$ cat config.mk
export PLATFORM = sky130hd
export DESIGN_NAME = preemptive_priority_job_dispatcher
export DESIGN_NICKNAME = d
export VERILOG_FILES = /design/src/rtl/core/ppjd_pkg.sv /design/src/rtl/core/preemptive_priority_job_dispatcher.sv /design/src/rtl/core/ppjd_store.sv /design/src/rtl/core/ppjd_pick.sv
export SDC_FILE = /design/constraint.sdc
export NUM_CORES = 2
export LEC_CHECK = 0
export ABC_CLOCK_PERIOD_IN_PS = 10500
export BUFFER_PORTS_ARGS = -buffer_cell sky130_fd_sc_hd__buf_2
export CORE_ASPECT_RATIO = 1.5
export CORE_UTILIZATION = 39
export CTS_CLUSTER_DIAMETER = 100
export DETAILED_ROUTE_END_ITERATION = 10
export SETUP_SLACK_MARGIN = 0.15
export SLEW_MARGIN = 10
export SYNTH_ARGS = -nofsm -noshare
export SYNTH_HDL_FRONTEND = slang
export SYNTH_HIERARCHICAL = 1
export SYNTH_SLANG_ARGS = --single-unit
$ cat constraint.sdc
create_clock -name clk -period 10.5 [get_ports clk]
set_input_delay 2.1 -clock clk [delete_from_list [all_inputs] [get_ports clk]]
set_output_delay 2.1 -clock clk [all_outputs]
set_load 0.1 [all_outputs]
$ cat src/rtl/core/ppjd_pkg.sv
`default_nettype none

package ppjd_pkg;

  // Fixed field widths of the request and response items.
  localparam int unsigned CLASS_W  = 3;
  localparam int unsigned HANDLE_W = 16;
  localparam int unsigned COUNT_W  = 5;
  localparam int unsigned PRIO_W   = 4;
  localparam int unsigned CFG_W    = 32;
  localparam int unsigned CFG_IX_W = 1;

  // Request modes.
  localparam logic [1:0] MODE_PUSH  = 2'd0;
  localparam logic [1:0] MODE_TICK  = 2'd1;
  localparam logic [1:0] MODE_FLUSH = 2'd2;
  localparam logic [1:0] MODE_QUERY = 2'd3;

  // Configuration register indexes.
  localparam logic [CFG_IX_W-1:0] REG_CLASS_PRIORITIES = 1'd0;
  localparam logic [CFG_IX_W-1:0] REG_PREEMPT_ENABLE   = 1'd1;

  localparam logic [CFG_W-1:0] PRIO_RESET = 32'h7654_3210;

  typedef struct packed {
    logic [1:0]          mode;
    logic [CLASS_W-1:0]  class_id;
    logic [HANDLE_W-1:0] job_handle;
    logic                job_done;
  } req_t;

  typedef struct packed {
    logic                push_accepted;
    logic                start_valid;
    logic [CLASS_W-1:0]  start_class;
    logic [HANDLE_W-1:0] start_handle;
    logic                retired;
    logic                preempt_valid;
    logic [CLASS_W-1:0]  preempt_class;
    logic                requeue_lost;
    logic                busy_res;
    logic [CLASS_W-1:0]  running_class;
    logic [COUNT_W-1:0]  class_count;
  } rsp_t;

  // Outcome of the priority selection.
  typedef struct packed {
    logic               found;
    logic [CLASS_W-1:0] cls;
  } pick_t;

  typedef enum logic {
    S_IDLE,
    S_FETCH
  } state_t;

endpackage

`default_nettype wire

$ cat src/rtl/core/preemptive_priority_job_dispatcher.sv
`default_nettype none

// Strict-priority job dispatcher with optional preemption.
// Requests arrive on req (req_valid/req_ready) and each one yields exactly one
// response on rsp (rsp_valid/rsp_ready). A request is a push of a job handle
// into its class queue, a tick, a flush of all queues, or an occupancy query.
// Configuration is written through cfg_we/cfg_index/cfg_data, by the user
// only while the block is idle (not enforced by the block); index 0 holds
// the per-class priority nibbles, index 1 the preemption enable.
// Pushes, flushes, queries and ticks that start nothing are answered in the
// cycle after acceptance, and a new request may be taken every cycle while
// responses are taken. A tick that starts a job must fetch the head handle
// from the queue memory, whose read data is registered, so it is answered
// only after S_FETCH and blocks the request channel during S_FETCH.
// The response sits in an output register: while the receiver stalls, the
// response is held and a further request is taken only in the cycle in which
// the held response leaves. Reset empties every queue, clears the running job
// and restores the configuration defaults; no clearing pass is needed since
// the handle memory is read only at entries that have been written.
module preemptive_priority_job_dispatcher #(
  parameter int unsigned NUM_CLASSES  = 4,
  parameter int unsigned QUEUE_DEPTH  = 16,
  parameter int unsigned HANDLE_WIDTH = 16
) (
  input  wire logic                           clk,
  input  wire logic                           rst,
  input  wire logic                           req_valid,
  output logic                                req_ready,
  input  wire ppjd_pkg::req_t                 req,
  output logic                                rsp_valid,
  input  wire logic                           rsp_ready,
  output ppjd_pkg::rsp_t                      rsp,
  input  wire logic                           cfg_we,
  input  wire logic [ppjd_pkg::CFG_IX_W-1:0]  cfg_index,
  input  wire logic [ppjd_pkg::CFG_W-1:0]     cfg_data
);

  // Stored handle width: the handle field is never wider than its port.
  localparam int unsigned SW    = (HANDLE_WIDTH < ppjd_pkg::HANDLE_W) ?
                                  HANDLE_WIDTH : ppjd_pkg::HANDLE_W;
  localparam int unsigned NI    = $clog2(NUM_CLASSES);
  localparam int unsigned PW    = $clog2(QUEUE_DEPTH);
  localparam int unsigned QW    = $clog2(QUEUE_DEPTH + 1);
  localparam int unsigned SUMW  = QW + 1;
  localparam int unsigned WORDS = NUM_CLASSES * QUEUE_DEPTH;
  localparam int unsigned AW    = $clog2(WORDS);

  // Configuration.
  logic [ppjd_pkg::CFG_W-1:0] class_priorities;
  logic                       preempt_enable;

  // Queue bookkeeping and the running job.
  logic [PW-1:0] heads      [NUM_CLASSES];
  logic [PW-1:0] heads_next [NUM_CLASSES];
  logic [QW-1:0] counts      [NUM_CLASSES];
  logic [QW-1:0] counts_next [NUM_CLASSES];
  logic                          running_flag, running_flag_next;
  logic [ppjd_pkg::CLASS_W-1:0]  running_class_reg, running_class_next;
  logic [SW-1:0]                 running_handle;

  ppjd_pkg::state_t state, state_next;
  ppjd_pkg::rsp_t   rsp_next;
  ppjd_pkg::pick_t  pick;

  logic                 accept;
  logic                 start_go;
  logic [NUM_CLASSES-1:0] nonempty;

  logic cid_ok;
  logic [NI-1:0] cid_ix;
  logic [NI-1:0] run_ix;
  logic [NI-1:0] best_ix;
  logic [NI-1:0] tail_ix;
  logic [SUMW-1:0] tail_sum;
  logic [PW-1:0]   tail_slot;

  logic          wr_en, rd_en;
  logic [AW-1:0] wr_addr, rd_addr;
  logic [SW-1:0] wr_data, rd_data;

  assign cid_ok  = (32'(req.class_id) < NUM_CLASSES);
  assign cid_ix  = req.class_id[NI-1:0];
  assign run_ix  = running_class_reg[NI-1:0];
  assign best_ix = pick.cls[NI-1:0];
  assign accept  = req_valid && req_ready;

  always_comb begin
    for (int unsigned c = 0; c < NUM_CLASSES; c++) begin
      nonempty[c] = (counts[c] != '0);
    end
  end

  ppjd_pick #(
    .NUM_CLASSES (NUM_CLASSES)
  ) u_pick (
    .prio     (class_priorities),
    .nonempty (nonempty),
    .busy     (running_flag),
    .run_cls  (running_class_reg),
    .pick     (pick)
  );

  // A push appends to the addressed class; a preemption appends the displaced
  // job to the running class. The two never occur on the same request.
  assign tail_ix  = (req.mode == ppjd_pkg::MODE_PUSH) ? cid_ix : run_ix;
  assign tail_sum = SUMW'(heads[tail_ix]) + SUMW'(counts[tail_ix]);
  assign tail_slot = (tail_sum >= SUMW'(QUEUE_DEPTH)) ?
                     PW'(tail_sum - SUMW'(QUEUE_DEPTH)) : PW'(tail_sum);

  ppjd_store #(
    .WORDS (WORDS),
    .AW    (AW),
    .DW    (SW)
  ) u_store (
    .clk     (clk),
    .wr_en   (wr_en),
    .wr_addr (wr_addr),
    .wr_data (wr_data),
    .rd_en   (rd_en),
    .rd_addr (rd_addr),
    .rd_data (rd_data)
  );

  // Request decode: every bookkeeping update is settled in the cycle of
  // acceptance; only the started job's handle waits for the memory read.
  always_comb begin
    heads_next         = heads;
    counts_next        = counts;
    running_flag_next  = running_flag;
    running_class_next = running_class_reg;
    rsp_next           = '0;
    start_go           = 1'b0;
    wr_en              = 1'b0;
    wr_addr            = AW'(tail_ix) * AW'(QUEUE_DEPTH) + AW'(tail_slot);
    wr_data            = req.job_handle[SW-1:0];
    rd_en              = 1'b0;
    rd_addr            = AW'(best_ix) * AW'(QUEUE_DEPTH) + AW'(heads[best_ix]);

    if (accept) begin
      case (req.mode)
        ppjd_pkg::MODE_PUSH: begin
          if (cid_ok && (counts[cid_ix] != QW'(QUEUE_DEPTH))) begin
            wr_en                  = 1'b1;
            counts_next[cid_ix]    = counts[cid_ix] + QW'(1);
            rsp_next.push_accepted = 1'b1;
          end
        end
        ppjd_pkg::MODE_TICK: begin
          if (running_flag && req.job_done) begin
            running_flag_next  = 1'b0;
            running_class_next = '0;
            rsp_next.retired   = 1'b1;
          end else if ((!running_flag || preempt_enable) && pick.found) begin
            start_go            = 1'b1;
            rd_en               = 1'b1;
            heads_next[best_ix] = (heads[best_ix] == PW'(QUEUE_DEPTH - 1)) ?
                                  '0 : heads[best_ix] + PW'(1);
            counts_next[best_ix] = counts[best_ix] - QW'(1);
            if (running_flag) begin
              rsp_next.preempt_valid = 1'b1;
              rsp_next.preempt_class = running_class_reg;
              wr_data                = running_handle;
              if (counts[run_ix] != QW'(QUEUE_DEPTH)) begin
                wr_en               = 1'b1;
                counts_next[run_ix] = counts[run_ix] + QW'(1);
              end else begin
                rsp_next.requeue_lost = 1'b1;
              end
            end
            running_flag_next    = 1'b1;
            running_class_next   = pick.cls;
            rsp_next.start_valid = 1'b1;
            rsp_next.start_class = pick.cls;
          end
        end
        ppjd_pkg::MODE_FLUSH: begin
          for (int unsigned c = 0; c < NUM_CLASSES; c++) begin
            counts_next[c] = '0;
          end
        end
        default: begin
        end
      endcase
    end

    rsp_next.busy_res      = running_flag_next;
    rsp_next.running_class = running_class_next;
    rsp_next.class_count   = cid_ok ? ppjd_pkg::COUNT_W'(counts_next[cid_ix]) : '0;
  end

  // Next state.
  always_comb begin
    case (state)
      ppjd_pkg::S_IDLE:  state_next = start_go ? ppjd_pkg::S_FETCH : ppjd_pkg::S_IDLE;
      ppjd_pkg::S_FETCH: state_next = ppjd_pkg::S_IDLE;
      default:           state_next = ppjd_pkg::S_IDLE;
    endcase
  end

  // State outputs: requests are taken only when no handle fetch is pending
  // and the output register is free or emptying.
  always_comb begin
    case (state)
      ppjd_pkg::S_IDLE:  req_ready = !rsp_valid || rsp_ready;
      ppjd_pkg::S_FETCH: req_ready = 1'b0;
      default:           req_ready = 1'b0;
    endcase
  end

  always_ff @(posedge clk) begin
    if (rst) begin
      state             <= ppjd_pkg::S_IDLE;
      class_priorities  <= ppjd_pkg::PRIO_RESET;
      preempt_enable    <= 1'b0;
      running_flag      <= 1'b0;
      running_class_reg <= '0;
      running_handle    <= '0;
      rsp_valid         <= 1'b0;
      for (int unsigned c = 0; c < NUM_CLASSES; c++) begin
        heads[c]  <= '0;
        counts[c] <= '0;
      end
    end else begin
      state             <= state_next;
      heads             <= heads_next;
      counts            <= counts_next;
      running_flag      <= running_flag_next;
      running_class_reg <= running_class_next;

      if (cfg_we) begin
        case (cfg_index)
          ppjd_pkg::REG_CLASS_PRIORITIES: class_priorities <= cfg_data;
          ppjd_pkg::REG_PREEMPT_ENABLE:   preempt_enable   <= cfg_data[0];
          default: begin
          end
        endcase
      end

      // The started job's handle arrives from memory in S_FETCH, the cycle after accept.
      if (state == ppjd_pkg::S_FETCH) begin
        running_handle    <= rd_data;
        rsp.start_handle  <= ppjd_pkg::HANDLE_W'(rd_data);
        rsp_valid         <= 1'b1;
      end else if (accept) begin
        rsp       <= rsp_next;
        rsp_valid <= !start_go;
      end else if (rsp_ready) begin
        rsp_valid <= 1'b0;
      end
    end
  end

  // No response may be presented while its handle is still being fetched.
  a_fetch_holds_rsp: assert property (@(posedge clk) disable iff (rst)
    (state == ppjd_pkg::S_FETCH) |-> !rsp_valid)
    else $error("response presented during handle fetch");

  // A starting tick leaves a running job and a pending fetch behind it.
  a_start_fetch: assert property (@(posedge clk) disable iff (rst)
    (accept && start_go) |=> ((state == ppjd_pkg::S_FETCH) && running_flag))
    else $error("started job not followed by a handle fetch");

  // The fetch completes into a valid response in the following cycle.
  a_fetch_done: assert property (@(posedge clk) disable iff (rst)
    (state == ppjd_pkg::S_FETCH) |=> (rsp_valid && rsp.start_valid))
    else $error("handle fetch did not produce a start response");

  // An idle dispatcher keeps its running class at zero.
  a_idle_class: assert property (@(posedge clk) disable iff (rst)
    !running_flag |-> (running_class_reg == '0))
    else $error("running class set while idle");

endmodule

`default_nettype wire

$ cat src/rtl/core/ppjd_store.sv
`default_nettype none

// Handle storage for all class queues: one write port and one read port,
// read data registered.
module ppjd_store #(
  parameter int unsigned WORDS = 64,
  parameter int unsigned AW    = 6,
  parameter int unsigned DW    = 16
) (
  input  wire logic          clk,
  input  wire logic          wr_en,
  input  wire logic [AW-1:0] wr_addr,
  input  wire logic [DW-1:0] wr_data,
  input  wire logic          rd_en,
  input  wire logic [AW-1:0] rd_addr,
  output logic      [DW-1:0] rd_data
);

  logic [DW-1:0] mem [WORDS];

  always_ff @(posedge clk) begin
    if (wr_en) begin
      mem[wr_addr] <= wr_data;
    end
  end

  always_ff @(posedge clk) begin
    if (rd_en) begin
      rd_data <= mem[rd_addr];
    end
  end

endmodule

`default_nettype wire

$ cat src/rtl/core/ppjd_pick.sv
`default_nettype none

// Picks the class to start: lowest priority value among non-empty classes,
// ties to the lower index. While a job runs, only classes whose priority
// value is strictly above that of the running class qualify.
module ppjd_pick #(
  parameter int unsigned NUM_CLASSES = 4
) (
  input  wire logic [ppjd_pkg::CFG_W-1:0]   prio,
  input  wire logic [NUM_CLASSES-1:0]       nonempty,
  input  wire logic                         busy,
  input  wire logic [ppjd_pkg::CLASS_W-1:0] run_cls,
  output ppjd_pkg::pick_t                   pick
);

  logic [ppjd_pkg::PRIO_W-1:0] cur_p;
  logic [ppjd_pkg::PRIO_W-1:0] best_p;
  logic [ppjd_pkg::PRIO_W-1:0] p;

  assign cur_p = prio[{run_cls, 2'b00} +: ppjd_pkg::PRIO_W];

  always_comb begin
    pick   = '0;
    best_p = '0;
    p      = '0;
    for (int unsigned c = 0; c < NUM_CLASSES; c++) begin
      p = prio[c*ppjd_pkg::PRIO_W +: ppjd_pkg::PRIO_W];
      if (nonempty[c] && (!busy || (p > cur_p))) begin
        if (!pick.found || (p < best_p)) begin
          pick.found = 1'b1;
          pick.cls   = ppjd_pkg::CLASS_W'(c);
          best_p     = p;
        end
      end
    end
  end

endmodule

`default_nettype wire
=== Word-level counts from Yosys, hierarchy flattened ===
Memories as Yosys holds them, arrays and structs flattened. A register that Yosys moved wholly into a read port is not among the register bits.
Index checks and enable logic that the tools add are counted.

* Add/subtract/negate cells: 8
* Magnitude comparators: 16
* Equal/unequal tests: 5
* Shifts and indexed selects: 1
* Muxes and demuxes: 97
* Bitwise operators: 11
* Reductions and logical operators: 41

{| class="wikitable"
|+ Operator list
! kind !! count
|-
| 2-to-1 mux 20 bit || 6
|-
| 2-to-1 mux 16 bit || 6
|-
| 2-to-1 mux 5 bit || 17
|-
| 2-to-1 mux 4 bit || 20
|-
| bitwise mux 20 bit || 3
|-
| one-hot mux 20 bit (3 select lines) || 1
|-
| binary-select mux 5 bit (select 2 bit) || 5
|-
| indexed part select 32 x 6 -> 4 bit || 1
|-
| 2-to-1 mux 31 bit || 1
|-
| demux 5 bit (select 2 bit) || 3
|-
| 2-to-1 mux 1 bit || 22
|-
| nonzero test 5 bit || 4
|-
| binary-select mux 4 bit (select 2 bit) || 2
|-
| bitwise mux 16 bit || 1
|-
| > comparator 4 bit || 4
|-
| adder 6 x 4 -> 6 bit || 2
|-
| greater-or-equal comparator 3 bit (second input constant) || 4
|-
| < comparator 4 bit || 3
|-
| 2-to-1 mux 3 bit || 4
|-
| NOT 2 -> 3 bit || 4
|-
| logical AND 1 bit || 11
|-
| adder 5 x 1 -> 5 bit (second input constant) || 2
|-
| != test 5 bit (second input constant) || 2
|-
| logical OR 1 bit || 9
|-
| other kinds (25) || 42
|}

* Bits in registers: 127
* Memory bits (writable): 1024
* Input port bits: 60
* Output and inout port bits: 38
* Word-level logic and storage cells: 206
* Memories kept: 1

{| class="wikitable"
|+ Memory list
! memory !! depth !! width !! read ports !! clocked after Yosys merged registers in !! wr ports !! RTL line !! source
|-
| u_store.mem || 64 || 16 || 1 || 1 || 1 || ppjd_store.sv:19 || <nowiki>logic [DW-1:0] mem [WORDS];</nowiki>
|}

=== Longest topological paths before layout ===
* Word-level depth: 36
* Mapped depth: 43
* Mapped depth without buffers: 40

=== Modules after synthesis ===
The synthesis kept the hierarchy.

{| class="wikitable"
|+ Modules (own cells, without submodules)
! module !! instances !! cells each !! area each (um^2) !! seq. area each (um^2)
|-
| ppjd_store || 1 || 1835 || 40236.1 || 31230.0
|-
| preemptive_priority_job_dispatcher || 1 || 786 || 7041.8 || 2902.8
|-
| ppjd_pick || 1 || 125 || 1131.1 || 0.0
|}

=== Worst setup path after synthesis ===
No wires, ideal clock.

* Path type: reg2reg
* From: register running_class_reg[0] (netlist bit)
* To: register u_store.rd_data[10], read port of u_store.mem (data pin)
* Setup time: 0.256 ns
* Arrival: 8.455 ns
* Required time: 10.244 ns
* Path slack: 1.789 ns
* Stages on the path, launching flop included: 42
* Path buffers: 8
* Clock period less this slack: 8.711 ns
* Path through: dfxtp_1 > buf_2 > mux4_2 > o21ai_0 > ha_1 > nand3_1 > o21ai_1 > a21oi_4 > nand2_1 > ha_1 > a21o_1 > a21oi_1 > o21ai_1 > a21boi_2 > nor2_1 > a21oi_1 > ha_1 > o21a_1 > (+6 left out) > ha_1 > a21oi_1 > o21a_1 > a31o_2 > o2bb2ai_1 > clkbuf_1 > clkbuf_1 > mux4_2 > buf_6 > buf_12 > buf_6 > buf_8 > buf_12 > mux2i_1 > nand2_1 > a41oi_1 > o21ai_0 > and4_1

{| class="wikitable"
|+ RTL lines
! what !! RTL line !! source
|-
| from (decl) || preemptive_priority_job_dispatcher.sv:58 || <nowiki>logic [ppjd_pkg::CLASS_W-1:0] running_class_reg, running_class_next;</nowiki>
|-
| from (signal assigned) || preemptive_priority_job_dispatcher.sv:228 || <nowiki>running_class_reg <= running_class_next;</nowiki>
|-
| to (decl) || ppjd_store.sv:16 || <nowiki>output logic [DW-1:0] rd_data</nowiki>
|}

==> impl_results.md <==
* CP max stage cell: mux4_4
* GRT busiest layer: met2
* Power Density at 174.1 mW/mm²
* Setup TNS Final at 0 ns
* Tmin final at 9.836 ns
* Worst path max stage delay at between 0.6 and 0.7 ns
* Leak at roughly 17 nW
* Maximum capacitance violations at 0
* DR DRC count at 0
* Clk sinks at between 1000 and 1500
* GPL Wtd Cong at slightly below 1
* Cell Rows at 158
* Finish-stage setup viols at 0
* Tot GR Track Use at 0.2123
* Unique masters post-synth at 93
* CP Buf/Inv Count at 3
* Antenna violations before repair at 7
* DRT Pass-1 Iters at 5
* Post-Syn Area at roughly 0.048 mm²
* Clock root buffer: clkbuf_16
* Setup CP Type: flop to flop
* Crit start category: flop
* Detailed-route via count at about 27000
* Main synth FF type: edfxtp_1
* Cells after DPL at 4405
* Post-Syn Instances at 2746
* DR vias/cell at approximately 5.8
* Post-layout util at 0.4457
* Max FFs per register at between 1000 and 1500
* # nets final at between 3000 and 4000
* Status: completed
* Clk_skew at between 0.02 and 0.03 ns
* Worst hold path startpoint: class_priorities[16]
* Met2 GRT Util at 0.3779
* Post-synth EDFFs at around 1100
* Layout Cells excl Fill at approximately 4600
* Met3 GRT Util at 0.02450
* Die footprint at roughly 0.13 mm²
* DIE WIDTH at 289.7 µm
* DP Wirelength at approximately 87 mm
* Biggest regs: u_store/mem: 1024 flops, rsp: 36 flops, class_priorities: 32 flops
* Core Area at ~0.12 mm²
* Initial core utilization at 0.3924
* Ports at between 90 and 100
* CTS buffer count at 108
* Final hold slack at 0.4551 ns
* Delay-heaviest family, CP: compound AO/OA/AOI/OAI gates
* Yosys top cell area share at 0.6675
* Wire per inst at between 20 and 30 µm
* Area Growth Syn to Fin at 13.58%
* Worst-path clk slew at approximately 0.070 ns
* FF+latch count, synth at ~1200
* Die Ht at 433.5 µm
* Post-synth net total at between 2000 and 3000
* Least-Margin Pin Slew at between 1 and 1.5 ns
* Req. time, crit path at approximately 11 ns
* CP Data Arrival Time at just over 10 ns
* Synth area leaders: edfxtp_1 (67%), mux4_2 (12%), dfxtp_1 (3.8%)
* Setup crit start: running_class_reg[1]
* Iteration-0 DRC Markers at ~2200
* Worst VDD drop at roughly 0.16 mV
* Synth area leader: edfxtp_1
* Slew HR at 0.1835
* Fin crit share at 0.9367
* Clock Tree Buf Depth at 3
* Unrepaired setup endpoints after global routing: false
* Top-count cell post-synth: edfxtp_1
* I/O Buffers at 97
* Fmax at between 0.1 and 0.15 GHz
* Clock latency on the worst-skew pair at 0.73 ns
* Fin. max-slew vios at 0
* Final wirelength at approximately 130 mm
* Pin count of the biggest net entering global routing at 94
* Final hold viol count at 0
* Async set or reset register ratio after synthesis at 0
* Synth Area per Inst at about 18 µm²
* Hold-fix buffers, CTS at 0
* Yosys warning count at 6
* Most used cell, CP: ha_1
* Register area share after synthesis at 0.7051
* Final ANT Viol Nets at 0
* Routing usage on met1 at 0.2449
* Synth cell count leaders: edfxtp_1 (1076), mux4_2 (250), nand2_1 (194), nor2_1 (148), mux2i_1 (103)
* Max FO, Critical Path at 32
* RR Startpoint: running_class_reg[1]
* Worst setup EP type: flop
* Overflow after GRT at 0
* Biggest register: u_store/mem
* H-tree Lvls at 3
* First-pass GRT wire length at roughly 190 mm
* Fraction of layout cells with a size suffix above 1 at 0.2535
* Vias in the first global route at between 20000 and 30000
* TritonCTS clock tree: done
* Hold/Removal Path Class: flop to flop
[logic make-up after synthesis]
| logic type | count (synthesis) | share of synthesized area |
|---|---|---|
| other cells | 1 | 0.00007747 |
| compound gates | 336 | 0.04831 |
| flops | 1167 | 0.7051 |
| fa+ha+maj | 35 | 0.009201 |
| buf+inv | 188 | 0.02238 |
| mux | 406 | 0.1520 |
| simple gates | 594 | 0.05947 |
| xor+xnor | 19 | 0.003438 |
[power breakdown]
part | switching (mW) | internal (mW) | leakage, nW | total, mW
combinational | 0.290 | 0.115 | 4.96 | 0.404
sequential | 0.0139 | 5.09 | 10.4 | 5.10
clock | 1.77 | 2.30 | 1.78 | 4.07
[through the flow]
step | setup WS (ns) | area [µm²] | power (mW)
detailed placement | 0.09291 | 51190 | 5.600
floorplan | 1.789 | 48410 | 5.448
finish | 0.6645 | 54980 | 9.572
CTS | 0.2854 | 54880 | 9.643
global route | 0.2484 | 54980 | 9.825
global placement | 0.1996 | 51190 | 5.594
[per-layer routing]
layer / up-vias / part of all wire
met5: - / 0
met4: 0 / 0.060
met3: 283 / 0.048
met2: 966 / 0.53
met1: 13930 / 0.36
li1: 11400 / -
[final timing paths]
check / to / slack [ns] / cells after the start
setup / recovery: u_store/rd_data[11] / 0.66 / 32
hold / removal: class_priorities[16] / 0.46 / 2
setup reg to reg: u_store/rd_data[11] / 0.66 / 32
hold reg to reg: class_priorities[16] / 0.46 / 2
[worst register-to-register path: cells and delay by family, from the launching register on]
kind / cells / cell delay [ns]
AOI/OAI and AO/OA: 15 / 3.74
adders and majority gates: 4 / 1.28
buffers and inverters: 3 / 0.88
DFF: 1 / 0.65
muxes: 5 / 2.15
and+or+nand+nor: 5 / 0.83
[cell usage in the layout (no fill, tap or decap), types with 42 or more instances in the layout]
master,count
a21oi_1,98
buf_2,97
buf_4,118
clkbuf_16,113
dfxtp_1,90
edfxtp_1,1076
mux2_2,43
mux2i_1,102
mux4_2,249
nand2_1,194
nand3_1,42
nor2_1,127
[timing repair]
item,in CTS,in global routing
setup endpoints to repair,4,16
gates cloned,0,2
setup buffers,0,5
resized for setup,1,4
pin swaps,0,1
[cell type report]
class                      count  area [µm²]
fill                       10570       68370
tap                         1600        2002
sequential                  1167       34130
antenna                        1       2.502
inverter                      24       90.09
timing repair buffer         228        1623
multi-input combinational   1393       13440
clock buffer                 136        2944
clock inverter                70       748.2
Note: power is estimated with default switching activity, not from simulation.
